==> src/design/mxdot_pkg.sv <==
`default_nettype none
package mxdot_pkg;

  localparam logic [31:0] QNAN_BITS = 32'h7FC0_0000;
  localparam logic [31:0] INF_BITS  = 32'h7F80_0000;
  localparam logic [31:0] BF_BIAS   = 32'h0000_7FFF;
  localparam logic [31:0] BF_MASK   = 32'hFFFF_0000;
  localparam logic [7:0]  SCALE_ZERO = 8'd255;

  typedef enum logic [2:0] {
    ST_IDLE,
    ST_NORM,
    ST_ALIGN,
    ST_SHIFT,
    ST_ROUND
  } state_e;

  typedef struct packed {
    logic load;
    logic norm_en;
    logic add_en;
    logic shf_en;
    logic rnd_en;
    logic out_load;
  } cmd_t;

  typedef struct packed {
    logic last;
  } sts_t;

  // E2M1 magnitude in units of one half.
  function automatic logic [3:0] half_units(input logic [2:0] c);
    logic [3:0] r;
    case (c)
      3'd0: r = 4'd0;
      3'd1: r = 4'd1;
      3'd2: r = 4'd2;
      3'd3: r = 4'd3;
      3'd4: r = 4'd4;
      3'd5: r = 4'd6;
      3'd6: r = 4'd8;
      3'd7: r = 4'd12;
      default: r = 4'd0;
    endcase
    return r;
  endfunction

  // Index of the highest set bit; zero for a zero word.
  function automatic logic [5:0] top_idx(input logic [63:0] v);
    logic [5:0] r;
    r = 6'd0;
    for (int i = 0; i < 64; i++) begin
      if (v[i]) r = 6'(i);
    end
    return r;
  endfunction

endpackage
`default_nettype wire

==> src/design/mxdot_ctrl.sv <==
`default_nettype none
module mxdot_ctrl (
  input  wire logic            clk_i,
  input  wire logic            rst_ni,
  input  wire logic            in_valid_i,
  output logic                 in_stall_o,
  output logic                 out_valid_o,
  input  wire logic            out_stall_i,
  input  wire mxdot_pkg::sts_t sts_i,
  output mxdot_pkg::cmd_t      cmd_o
);

  mxdot_pkg::state_e state_q, state_d;
  logic out_valid_q, out_valid_d;
  logic hold;

  // A finishing last beat waits while the output register is still full.
  assign hold = sts_i.last && out_valid_q && out_stall_i;

  always_comb begin
    state_d = state_q;
    case (state_q)
      mxdot_pkg::ST_IDLE: begin
        if (in_valid_i) state_d = mxdot_pkg::ST_NORM;
      end
      mxdot_pkg::ST_NORM:  state_d = mxdot_pkg::ST_ALIGN;
      mxdot_pkg::ST_ALIGN: state_d = mxdot_pkg::ST_SHIFT;
      mxdot_pkg::ST_SHIFT: state_d = mxdot_pkg::ST_ROUND;
      mxdot_pkg::ST_ROUND: begin
        if (!hold) state_d = mxdot_pkg::ST_IDLE;
      end
      default: state_d = mxdot_pkg::ST_IDLE;
    endcase
  end

  always_comb begin
    cmd_o = '0;
    in_stall_o = 1'b1;
    case (state_q)
      mxdot_pkg::ST_IDLE: begin
        in_stall_o = 1'b0;
        cmd_o.load = in_valid_i;
      end
      mxdot_pkg::ST_NORM:  cmd_o.norm_en = 1'b1;
      mxdot_pkg::ST_ALIGN: cmd_o.add_en = 1'b1;
      mxdot_pkg::ST_SHIFT: cmd_o.shf_en = 1'b1;
      mxdot_pkg::ST_ROUND: begin
        cmd_o.rnd_en = !hold;
        cmd_o.out_load = !hold && sts_i.last;
      end
      default: cmd_o = '0;
    endcase
  end

  always_comb begin
    out_valid_d = out_valid_q;
    if (out_valid_q && !out_stall_i) out_valid_d = 1'b0;
    if (cmd_o.out_load) out_valid_d = 1'b1;
  end

  always_ff @(posedge clk_i or negedge rst_ni) begin
    if (!rst_ni) begin
      state_q <= mxdot_pkg::ST_IDLE;
      out_valid_q <= 1'b0;
    end else begin
      state_q <= state_d;
      out_valid_q <= out_valid_d;
    end
  end

  assign out_valid_o = out_valid_q;

endmodule
`default_nettype wire

==> src/design/mxdot_dp.sv <==
`default_nettype none
module mxdot_dp (
  input  wire logic            clk_i,
  input  wire logic            rst_ni,
  input  wire mxdot_pkg::cmd_t cmd_i,
  input  wire logic [31:0]     activation_bits_i,
  input  wire logic [3:0]      weight_code_i,
  input  wire logic [7:0]      scale_exponent_i,
  input  wire logic            last_element_i,
  output mxdot_pkg::sts_t      sts_o,
  output logic [31:0]          dot_result_o
);

  logic [31:0] acc_q;
  logic        last_q;
  logic [31:0] res_q;

  // ---------------- decode and product ----------------
  logic [31:0] a_w;
  logic [3:0]  mw;
  logic [1:0]  tw;
  logic        sw, sa, sc, sp, w_inf, a_nan, c_nan, a_inf, c_inf, a_zero;
  logic [7:0]  ea_f, ec_f;
  logic [22:0] fa, fc;
  logic [23:0] ma, mc;
  logic signed [10:0] ea, ec, ep;
  logic        spec_w;
  logic [31:0] spec_val_w;
  logic        pz_w, cz_w;

  always_comb begin
    a_w = (activation_bits_i + mxdot_pkg::BF_BIAS + {31'b0, activation_bits_i[16]})
          & mxdot_pkg::BF_MASK;
    sw = weight_code_i[3];
    mw = (scale_exponent_i == mxdot_pkg::SCALE_ZERO) ? 4'd0
         : mxdot_pkg::half_units(weight_code_i[2:0]);
    tw = mw[3] ? 2'd3 : (mw[2] ? 2'd2 : (mw[1] ? 2'd1 : 2'd0));
    w_inf = (mw != 4'd0) && (({1'b0, scale_exponent_i} + {7'b0, tw}) >= 9'd256);
    sa = a_w[31]; ea_f = a_w[30:23]; fa = a_w[22:0];
    sc = acc_q[31]; ec_f = acc_q[30:23]; fc = acc_q[22:0];
    sp = sw ^ sa;
    a_nan = (ea_f == 8'hFF) && (fa != 23'd0);
    c_nan = (ec_f == 8'hFF) && (fc != 23'd0);
    a_inf = (ea_f == 8'hFF);
    c_inf = (ec_f == 8'hFF);
    a_zero = (ea_f == 8'd0) && (fa == 23'd0);
    ma = (ea_f == 8'd0) ? {1'b0, fa} : {1'b1, fa};
    mc = (ec_f == 8'd0) ? {1'b0, fc} : {1'b1, fc};
    ea = (ea_f == 8'd0) ? -11'sd149 : $signed({3'b000, ea_f}) - 11'sd150;
    ec = (ec_f == 8'd0) ? -11'sd149 : $signed({3'b000, ec_f}) - 11'sd150;
    ep = $signed({3'b000, scale_exponent_i}) - 11'sd128 + ea;
    pz_w = (mw == 4'd0) || (ma == 24'd0);
    cz_w = (mc == 24'd0);
    spec_w = 1'b1;
    spec_val_w = '0;
    if (a_nan || c_nan) begin
      spec_val_w = mxdot_pkg::QNAN_BITS;
    end else if (w_inf || a_inf) begin
      if (!(w_inf && a_inf) && (w_inf ? a_zero : (mw == 4'd0))) begin
        spec_val_w = mxdot_pkg::QNAN_BITS;
      end else if (c_inf && (sc != sp)) begin
        spec_val_w = mxdot_pkg::QNAN_BITS;
      end else begin
        spec_val_w = {sp, 31'b0} | mxdot_pkg::INF_BITS;
      end
    end else if (c_inf) begin
      spec_val_w = acc_q;
    end else if (pz_w && cz_w) begin
      spec_val_w = {sp && sc, 31'b0};
    end else begin
      spec_w = 1'b0;
    end
  end

  logic [27:0] mp_q;
  logic [23:0] mc_q;
  logic signed [10:0] ep_q, ec_q;
  logic sp_q, sc_q, pz_q, cz_q, spec_q;
  logic [31:0] spec_val_q;

  always_ff @(posedge clk_i) begin
    if (cmd_i.load) begin
      mp_q <= 28'(mw) * 28'(ma);
      mc_q <= mc;
      ep_q <= ep;
      ec_q <= ec;
      sp_q <= sp;
      sc_q <= sc;
      pz_q <= pz_w;
      cz_q <= cz_w;
      spec_q <= spec_w;
      spec_val_q <= spec_val_w;
    end
  end

  // ---------------- normalize to bit 62 ----------------
  logic [5:0] shp, shc_n;
  logic [63:0] mpn_q, mcn_q;
  logic signed [10:0] epn_q, ecn_q;

  always_comb begin
    shp = 6'd62 - mxdot_pkg::top_idx({36'b0, mp_q});
    shc_n = 6'd62 - mxdot_pkg::top_idx({40'b0, mc_q});
  end

  always_ff @(posedge clk_i) begin
    if (cmd_i.norm_en) begin
      mpn_q <= {36'b0, mp_q} << shp;
      mcn_q <= {40'b0, mc_q} << shc_n;
      epn_q <= ep_q - $signed({5'b0, shp});
      ecn_q <= ec_q - $signed({5'b0, shc_n});
    end
  end

  // ---------------- align and add ----------------
  logic sel_p, sx, sy;
  logic [63:0] mx, my, lost, msum;
  logic signed [10:0] ex, ey, d;

  always_comb begin
    if (cz_q) sel_p = 1'b1;
    else if (pz_q) sel_p = 1'b0;
    else sel_p = (epn_q > ecn_q) || ((epn_q == ecn_q) && (mpn_q >= mcn_q));
    mx = sel_p ? mpn_q : mcn_q;
    ex = sel_p ? epn_q : ecn_q;
    sx = sel_p ? sp_q : sc_q;
    my = sel_p ? mcn_q : mpn_q;
    ey = sel_p ? ecn_q : epn_q;
    sy = sel_p ? sc_q : sp_q;
    d = ex - ey;
    lost = '0;
    if (cz_q || pz_q) begin
      my = '0;
    end else if (d >= 11'sd63) begin
      my = 64'd1;
    end else if (d > 11'sd0) begin
      lost = my & ((64'd1 << d[5:0]) - 64'd1);
      my = (my >> d[5:0]) | {63'b0, lost != 64'd0};
    end
    msum = (sx == sy) ? mx + my : mx - my;
  end

  logic [63:0] m_q;
  logic signed [10:0] ex_q;
  logic sx_q, zs_q;

  always_ff @(posedge clk_i) begin
    if (cmd_i.add_en) begin
      m_q <= msum;
      ex_q <= ex;
      sx_q <= sx;
      zs_q <= (msum == 64'd0);
    end
  end

  // ---------------- rounding shift amount ----------------
  logic signed [10:0] sh, lim, shc_w;
  logic signed [10:0] sh_q, k_q;
  logic [63:0] mr_q;

  always_comb begin
    sh = $signed({5'b0, mxdot_pkg::top_idx(m_q)}) - 11'sd23;
    lim = -11'sd149 - ex_q;
    if (lim > sh) sh = lim;
    shc_w = (sh > 11'sd65) ? 11'sd65 : sh;
  end

  always_ff @(posedge clk_i) begin
    if (cmd_i.shf_en) begin
      sh_q <= shc_w;
      k_q <= ex_q + sh;
      mr_q <= m_q;
    end
  end

  // ---------------- shift, round and pack ----------------
  logic [127:0] t;
  logic [63:0]  ml;
  logic [23:0]  q24, qf;
  logic [24:0]  qr;
  logic         rup;
  logic signed [10:0] kf, biased, nsh;
  logic [31:0]  packed_w, result_w;

  always_comb begin
    t = '0;
    ml = '0;
    nsh = -sh_q;
    if (sh_q <= 11'sd0) begin
      ml = mr_q << nsh[4:0];
      q24 = ml[23:0];
      rup = 1'b0;
    end else begin
      t = {mr_q, 64'b0} >> sh_q[6:0];
      q24 = t[87:64];
      rup = t[63] && ((t[62:0] != 63'd0) || q24[0]);
    end
    qr = {1'b0, q24} + {24'b0, rup};
    if (qr[24]) begin
      qf = qr[24:1];
      kf = k_q + 11'sd1;
    end else begin
      qf = qr[23:0];
      kf = k_q;
    end
    biased = kf + 11'sd150;
    if (qf == 24'd0) begin
      packed_w = {sx_q, 31'b0};
    end else if (qf[23]) begin
      if (biased >= 11'sd255) packed_w = {sx_q, 31'b0} | mxdot_pkg::INF_BITS;
      else packed_w = {sx_q, biased[7:0], qf[22:0]};
    end else begin
      packed_w = {sx_q, 8'b0, qf[22:0]};
    end
    if (spec_q) result_w = spec_val_q;
    else if (zs_q) result_w = '0;
    else result_w = packed_w;
  end

  always_ff @(posedge clk_i or negedge rst_ni) begin
    if (!rst_ni) begin
      acc_q <= '0;
      last_q <= 1'b0;
    end else begin
      if (cmd_i.load) last_q <= last_element_i;
      if (cmd_i.rnd_en) acc_q <= last_q ? 32'd0 : result_w;
    end
  end

  always_ff @(posedge clk_i) begin
    if (cmd_i.out_load) res_q <= result_w;
  end

  assign sts_o.last = last_q;
  assign dot_result_o = res_q;

endmodule
`default_nettype wire

==> src/design/mxfp4_bf16_fp32_dot_accumulator.sv <==
`default_nettype none
// Channel  | Handshake                  | Payload
// input    | in_valid_i / in_stall_o    | activation_bits_i, weight_code_i,
//          |                            | scale_exponent_i, last_element_i
// output   | out_valid_o / out_stall_i  | dot_result_o
//
// Each input beat is accepted and its product formed, then it passes through
// normalize, align and add, rounding shift setup, and final rounding.
// The running sum feeds the next product, so one beat is in flight at a time.
// Reset clears the running sum to +0 and empties the output register.
// A result waits in the output register while out_stall_i is high; the next
// row proceeds meanwhile and only its last beat waits in the rounding step.
module mxfp4_bf16_fp32_dot_accumulator (
  input  wire logic        clk_i,
  input  wire logic        rst_ni,
  input  wire logic        in_valid_i,
  output logic             in_stall_o,
  input  wire logic [31:0] activation_bits_i,
  input  wire logic [3:0]  weight_code_i,
  input  wire logic [7:0]  scale_exponent_i,
  input  wire logic        last_element_i,
  output logic             out_valid_o,
  input  wire logic        out_stall_i,
  output logic [31:0]      dot_result_o
);

  // Command and status buses between the sequencer and the FMA datapath.
  mxdot_pkg::cmd_t cmd;
  mxdot_pkg::sts_t sts;

  // The sequencer steps each beat through the datapath stages and owns the
  // output valid flag.
  mxdot_ctrl u_ctrl (
    .clk_i       (clk_i),
    .rst_ni      (rst_ni),
    .in_valid_i  (in_valid_i),
    .in_stall_o  (in_stall_o),
    .out_valid_o (out_valid_o),
    .out_stall_i (out_stall_i),
    .sts_i       (sts),
    .cmd_o       (cmd)
  );

  // The datapath dequantizes the weight, rounds the activation to bf16 and
  // performs the fused multiply-add into the running sum.
  mxdot_dp u_dp (
    .clk_i             (clk_i),
    .rst_ni            (rst_ni),
    .cmd_i             (cmd),
    .activation_bits_i (activation_bits_i),
    .weight_code_i     (weight_code_i),
    .scale_exponent_i  (scale_exponent_i),
    .last_element_i    (last_element_i),
    .sts_o             (sts),
    .dot_result_o      (dot_result_o)
  );

endmodule
`default_nettype wire
==> config.mk <==
export PLATFORM = sky130hd
export DESIGN_NAME = mxfp4_bf16_fp32_dot_accumulator
export DESIGN_NICKNAME = d
export VERILOG_FILES = /design/src/design/mxdot_pkg.sv /design/src/design/mxdot_ctrl.sv /design/src/design/mxdot_dp.sv /design/src/design/mxfp4_bf16_fp32_dot_accumulator.sv
export SDC_FILE = /design/constraint.sdc
export NUM_CORES = 2
export LEC_CHECK = 0
export BUFFER_PORTS_ARGS = -buffer_cell sky130_fd_sc_hd__buf_2
export CAP_MARGIN = 10
export CORE_AREA = 2 2 340 342
export DETAILED_ROUTE_END_ITERATION = 16
export DIE_AREA = 0 0 342 344
export PLACE_DENSITY_LB_ADDON = 0.05
export RECOVER_POWER = 25
export SYNTH_ARGS = -nofsm -noshare
export SYNTH_HDL_FRONTEND = slang
export SYNTH_SLANG_ARGS = --single-unit
==> constraint.sdc <==
create_clock -name clk_i -period 15.3 [get_ports clk_i]
set_clock_uncertainty 0.2 [all_clocks]
set_input_delay 3.06 -clock clk_i [delete_from_list [all_inputs] [get_ports clk_i]]
set_output_delay 3.06 -clock clk_i [all_outputs]
set_load 0.02 [all_outputs]
# Yosys cells after proc, flatten, opt, wreduce, memory -nomap -nowiden
# Memories as Yosys holds them, arrays and structs flattened.
# Index checks and enable logic that the tools add are counted.
[totals] ff_bits=493 latch_bits=0 ram_bits=0 mem_bits_ro=32 out_inout_bits=34 memories=1
[op_classes] addsub=22 multipliers=1 div=0 magnitude_cmp=9 n_eq_ne=12 n_shift=6 mux=161 bitwise=3 reduce_logical=41
[mem_list] name="(no name shown)" words=8 width=4 rd=1 rd_clocked_by_memory_dff=0 wr=0 line="mxdot_pkg.sv:34" source="case (c)"
[op_table] op="$mux W64" count=6
[op_table] op="$mux W32" count=8
[op_table] op="$mux W6" count=32
[op_table] op="$mux W5" count=36
[op_table] op="$shr A128 B7 Y88" count=1
[op_table] op="$mux W4" count=25
[op_table] op="$mux W24" count=4
[op_table] op="$mux W31" count=3
[op_table] op="$logic_not A24 Y1" count=3
[op_table] op="$add A64 B64 Y64" count=1
[op_table] op="$and A64 B64 Y64" count=1
[op_table] op="$ge A64 B64 Y1" count=1
[op_table] op="$logic_not A64 Y1" count=1
[op_table] op="$or A64 B1 Y64" count=1
[op_table] op="$reduce_bool A64 Y1" count=1
[op_table] op="$shl A1 B6 Y64 const A" count=1
[op_table] op="$shl A24 B6 Y64" count=1
[op_table] op="$shl A28 B6 Y64" count=1
[op_table] op="$shl A64 B5 Y24" count=1
[op_table] op="$shr A64 B6 Y64" count=1
[op_table] op="$sub A64 B1 Y64 const B" count=1
[op_table] op="$sub A64 B64 Y64" count=1
[op_table] op="$reduce_bool A63 Y1" count=1
[op_table] op="$mux W11" count=5
[op_table] op="other kinds (47)" count=118

# Logic depth before layout (Yosys ltp)
[depth] ltp_word=67 depth_mapped=67 mapped_depth_nobuf=56

# By module
# From an unflattened synthesis, not the netlist that was laid out.
[hier_totals] hier_cells=5006 hier_area_um2=45367.3
[modules_own_cells] module="mxdot_dp" instances=1 cells_per_inst=4983 area_each_um2=45144.5
[modules_own_cells] module="mxdot_ctrl" instances=1 cells_per_inst=23 area_each_um2=222.7

# Worst setup path after synthesis
# Ideal clock, no wire load.
[synth_path] path_kind="register to register" startpoint="reg u_dp.mpn_q[61]" endpoint="reg u_dp.zs_q (data pin)" setup_ns=0.261 arrival_ns=13.519 setup_slack_ns=1.320 stages_incl_launch_ff=65 path_buffers=12 period_less_slack_ns=13.980 cell_sequence="edfxtp_1 ha_1 nand4_1 nor4_1 o311ai_0 a21oi_1 a211oi_4 nor2_1 clkbuf_1 clkbuf_1 clkbuf_1 clkbuf_1 clkbuf_1 clkbuf_1 nor2_1 a21oi_1 ha_1 buf_1 [... 29 more ...] a21o_1 a21o_1 a2111oi_0 o32a_1 o21ai_0 nand4_1 nand2_1 a31oi_1 nor2_1 o311ai_0 o22ai_1 o21ai_0 nand2b_1 a21oi_1 o21ai_0 xnor2_1 xnor2_1 nor3_1"
[synth_via] elab_chain_cells=18 elab_cells_between_ends=28 cone_classes="add/sub (4); order compare (3); eq/ne (1); shift (2); mux (12); bitwise (2); reduce/logical (4)"
[synth_rtl] item="start: declaration" line="mxdot_dp.sv:98" source="logic [63:0] mpn_q, mcn_q;"
[synth_rtl] item="start signal: assignment" line="mxdot_dp.sv:108" source="mpn_q <= {36'b0, mp_q} << shp;"
[synth_rtl] item="$ge A64 B64 Y1" line="mxdot_dp.sv:123" source="else sel_p = (epn_q > ecn_q) || ((epn_q == ecn_q) && (mpn_q >= mcn_q));"
[synth_rtl] item="$logic_and A1 B1 Y1" line="mxdot_dp.sv:123"
[synth_rtl] item="$logic_or A1 B1 Y1" line="mxdot_dp.sv:123"
[synth_rtl] item="$mux W1" line="mxdot_dp.sv:122" source="else if (pz_q) sel_p = 1'b0;"
[synth_rtl] item="$mux W1" line="mxdot_dp.sv:121" source="if (cz_q) sel_p = 1'b1;"
[synth_rtl] item="$mux W11, on equally long branches" line="mxdot_dp.sv:125, mxdot_dp.sv:128"
[synth_rtl] item="$sub A11 B11 Y11" line="mxdot_dp.sv:130" source="d = ex - ey;"
[synth_rtl] item="$shl A1 B6 Y64" line="mxdot_dp.sv:137" source="lost = my & ((64'd1 << d[5:0]) - 64'd1);"
[synth_rtl] item="[... 3 more ...]"
[synth_rtl] item="$or A64 B1 Y64" line="mxdot_dp.sv:138" source="my = (my >> d[5:0]) | {63'b0, lost != 64'd0};"
[synth_rtl] item="$mux W64" line="mxdot_dp.sv:136" source="end else if (d > 11'sd0) begin"
[synth_rtl] item="$mux W64" line="mxdot_dp.sv:134" source="end else if (d >= 11'sd63) begin"
[synth_rtl] item="$mux W64" line="mxdot_dp.sv:132" source="if (cz_q || pz_q) begin"
[synth_rtl] item="$sub A64 B64 Y64 or $add A64 B64 Y64 (tied branches)" line="mxdot_dp.sv:140" source="msum = (sx == sy) ? mx + my : mx - my;"
[synth_rtl] item="$mux W64 *" line="mxdot_dp.sv:140"
[synth_rtl] item="named net u_dp.msum[63]" line="mxdot_dp.sv:117" source="logic [63:0] mx, my, lost, msum;"
[synth_rtl] item="$logic_not A64 Y1 *" line="mxdot_dp.sv:152" source="zs_q <= (msum == 64'd0);"
[synth_rtl] item="end signal: assignment" line="mxdot_dp.sv:152"
[synth_rtl] item="end: declaration" line="mxdot_dp.sv:145" source="logic sx_q, zs_q;"
# The timed path passes the listed nets; every way through them passes the cells marked *.
# A chain may end at the register's enable or synchronous reset.

# Worst setup path in the final report
[layout_path] startpoint="reg u_dp.epn_q[3]" endpoint="reg u_dp.zs_q (data pin)"
[layout_via] elab_chain_cells=18 elab_cells_between_ends=29 cone_classes="add/sub (4); order compare (3); eq/ne (2); shift (2); mux (12); bitwise (2); reduce/logical (4)"
[layout_rtl] item="start: declaration" line="mxdot_dp.sv:99" source="logic signed [10:0] epn_q, ecn_q;"
[layout_rtl] item="start signal: assignment" line="mxdot_dp.sv:110" source="epn_q <= ep_q - $signed({5'b0, shp});"
[layout_rtl] item="branches (longest 16 deep; another with $sub A64 B1 Y64)"
[layout_rtl] item="$mux W64 *" line="mxdot_dp.sv:140"
[layout_rtl] item="named net u_dp.msum[63]" line="mxdot_dp.sv:117"
[layout_rtl] item="$logic_not A64 Y1 *" line="mxdot_dp.sv:152"
# Mark *: on every way through the listed nets, which the timed path passes.

==> metrics.md <==
| Metric | Value |
|---|---|
| Clock latency on the worst-skew pair | 690 ps |
| HPWL Detailed | 147500 um |
| Fillers | 11320 |
| Startpoint Class | register |
| Synth top area cells | edfxtp_1 (28%), mux4_2 (7.4%), mux2i_1 (6.4%), ha_1 (5.4%), o21ai_0 (3.8%) |
| Min Hold Slack | 276.6 ps |
| Routed length per placed instance | 28.55 um |
| Total CTS buffers | 54 |
| Row cnt | 124 |
| EDFF count, synth | 422 |
| Initial antenna violation count | 14 |
| Syn_area_per_cell | 9.087 um2 |
| Clk sinks | 459 |
| Most numerous cell in the Yosys netlist | nand2_1 |
| Post-synth ARST share | 8.061% |
| Setup ws final | 1076 ps |
| FF-to-FF Start | u_dp.epn_q[3] |
| Setup TNS | 0 ps |
| Initial DRC Count | 4722 |
| Grt total ovfl | 0 |
| Routed vias/inst | 6.333 |
| Area grow syn2layout | 9.853% |
| Final setup violation count | 0 |
| Htree depth | 2 |
| Reg2reg setup slack | 1080 ps |
| Worst EP arrival | 14420 ps |
| Violated checks | capacitance limit, slew limit |
| Top_reg_cell synth | edfxtp_1 |
| Yosys top cell area share | 27.96% |
| Worst setup path start | u_dp.epn_q[3] |
| CP Max Fanout | 26 |
| Antenna violation net count after detailed routing | 0 |
| Slowest CP cell | ha_1 |
| Post-CTS Hold Fix Bufs | 0 |
| Root buffer cell | clkbuf_16 |
| Fin. Hold Viols | 0 |
| Core ar. | 113900 um2 |
| Yosys reg bits | 459 |
| CTS max path bufs | 3 |
| Post-route DRC | 0 |
| TritonCTS clock tree | done |
| Multi-input logic area | 30170 um2 |
| R2R Path End | u_dp.zs_q |
| Worst min-delay path startpoint | u_dp.m_q[57] |
| Worst slack at placement | 1351 ps |
| Area leader, netlist | edfxtp_1 |
| Crit path kind | register to register |
| Io pins | 83 |
| Die width | 342 um |
| Seq/Total Area, Yosys | 30.00% |
| Vias in the first global route | 39850 |
| WL final | 189400 um |
| Cell count after synthesis | 4988 |
| CP Capture Type | register |
| Max-Cap Viols | 2 |
| Worst Path Required | 15490 ps |
| Max frequency | 0.07030 GHz |
| Relative slew slack | -447.5% |
| Input/output buffers | 82 |
| RSZ-0062 raised after global routing | false |
| CP endpoint | u_dp.zs_q |
| Full die area | 117600 um2 |
| Vias | 42010 |
| Worst slew pin tran | 8213 ps |
| Area of the mapped netlist | 45320 um2 |
| Final Cycle Share | 92.97% |
| Max-slew violations | 176 |
| GRT Overall Usage | 31.42% |
| DR pass1 iterations | 6 |
| Status | complete, but fails checks |
| Die Y | 344 um |
| Synth Warn # | 0 |
| Layout cell share with drive strength beyond 1 | 13.29% |
| Global placer's final weighted congestion | 1.029 |
| CTS clk-pin slew, worst paths | 70 ps |
| Period minus WS final | 14220 ps |
| Initial Utilization | 39.80% |
| Post_cts resized | 0 |
| Hold Path Stages | 0 |
| Pin count of the biggest net entering global routing | 136 |
| Post-CTS setup buffers | 0 |
| Final nets | 5336 |
| Register area | 13600 um2 |
| Delay of the slowest critical-path stage | 560 ps |
| Core Util, Final | 43.72% |
| First-pass GRT wire length | 275100 um |
| Count of different cell masters after synthesis | 121 |
| Worst min path class | register to register |
| Reg2Reg Depth | 52 |
| Top cells by count, synth | nand2_1 (441), edfxtp_1 (422), nor2_1 (400) |
==> how the worst min path moves through the flow <==
stage                                to  slack, ps
after floorplan            u_dp.mr_q[0]        200
after global placement    u_dp.mr_q[49]        280
after detailed placement  u_dp.mc_q[15]        260
after CTS                 u_dp.mr_q[57]        280
after global routing      u_dp.mr_q[57]        300
final                     u_dp.mr_q[57]        280
==> metal layers <==
metal	share of wire (%)	GRT usage (%)	wire, um
met5	0.035	0	66
met2	43	47.76	82230
met1	43	42.31	81110
met3	8.3	7.330	15780
met4	5.4	14.71	10230
==> worst max-delay path, delay by kind of cell, from the launching register on <==
family | cells | cell delay (ps)
buffers and inverters | 5 | 1290
DFF | 1 | 430
AOI/OAI and AO/OA | 21 | 5070
and+or+nand+nor | 19 | 4980
xor gates and xnor gates | 3 | 560
adders and majority gates | 4 | 1410
==> per-stage QoR <==
step                      instance area, um2  cells
after detailed placement               47990   6528
final                                  49790   6634
after global routing                   49780   6630
after CTS                              49800   6629
after global placement                 47990   6528
after floorplan                        45650   5076
==> kinds of logic (layout without fill, tap and decap cells) <==
family          Yosys count  in the layout  synth area share, %
simple gates           1657           1657                18.10
compound gates         1396           1396                20.49
mux                     538            538                16.27
buf+inv                 493            535                4.491
flops                   459            459                30.00
xor+xnor                230            230                4.445
fa+ha+maj               214            214                6.189
other cells               1             93             0.008274
==> registers in the layout (all words and copies together) (netlist names), 3 cells and up <==
| register | flops |
|---|---|
| u_dp.m_q | 64 |
| u_dp.mcn_q | 64 |
| u_dp.mr_q | 64 |
| u_dp.mpn_q | 48 |
| u_dp.acc_q | 32 |
| u_dp.dot_result_o | 32 |
| u_dp.spec_val_q | 32 |
| u_dp.mc_q | 24 |
| u_dp.mp_q | 12 |
| u_dp.ecn_q | 11 |
| u_dp.ep_q | 11 |
| u_dp.epn_q | 11 |
| u_dp.ex_q | 11 |
| u_dp.k_q | 11 |
| u_dp.sh_q | 11 |
| u_dp.ec_q | 9 |
| u_ctrl.state_q | 3 |
==> placed cells by master, fill, tap and decap left out, drive strengths merged, types with 26 or more instances in the layout <==
| cell type | synthesis | routed |
|---|---|---|
| xor2 | 88 | 88 |
| o31ai | 44 | 44 |
| a21oi | 307 | 307 |
| o211ai | 51 | 51 |
| nand2b | 50 | 50 |
| o21ai | 367 | 367 |
| nand2 | 447 | 447 |
| mux2 | 99 | 99 |
| a31oi | 66 | 66 |
| buf | 125 | 227 |
| and3 | 38 | 38 |
| or3 | 32 | 32 |
| nor4 | 82 | 82 |
| o21bai | 32 | 32 |
| inv | 202 | 208 |
| nor3 | 176 | 176 |
| and2 | 78 | 78 |
| a211oi | 59 | 59 |
| xnor2 | 142 | 142 |
| dfrtp | 37 | 37 |
| clkinv | 2 | 26 |
| nor2 | 403 | 403 |
| mux4 | 149 | 149 |
| nor2b | 52 | 52 |
| ha | 197 | 197 |
| a22o | 31 | 31 |
| nand3 | 112 | 112 |
| mux2i | 290 | 290 |
| conb | 1 | 89 |
| or2 | 33 | 33 |
| clkbuf | 164 | 67 |
| o21a | 29 | 29 |
| a21o | 75 | 75 |
| nand4 | 62 | 62 |
| o22ai | 34 | 34 |
| a21boi | 27 | 27 |
| or4 | 27 | 27 |
| edfxtp | 422 | 422 |
==> area by class of cell <==
type | instances | area share (%)
antenna | 4 | 0.02010
clock buffer | 64 | 2.830
clock inverter | 37 | 0.8092
inverter | 204 | 1.538
multi-input combinational | 4124 | 60.60
sequential | 459 | 27.31
tap | 1512 | 3.800
timing repair buffer | 230 | 3.091
Power is left out: the tool's default activity adds up to more than one toggle a clock period on the data nets, which glitch-free logic cannot reach.
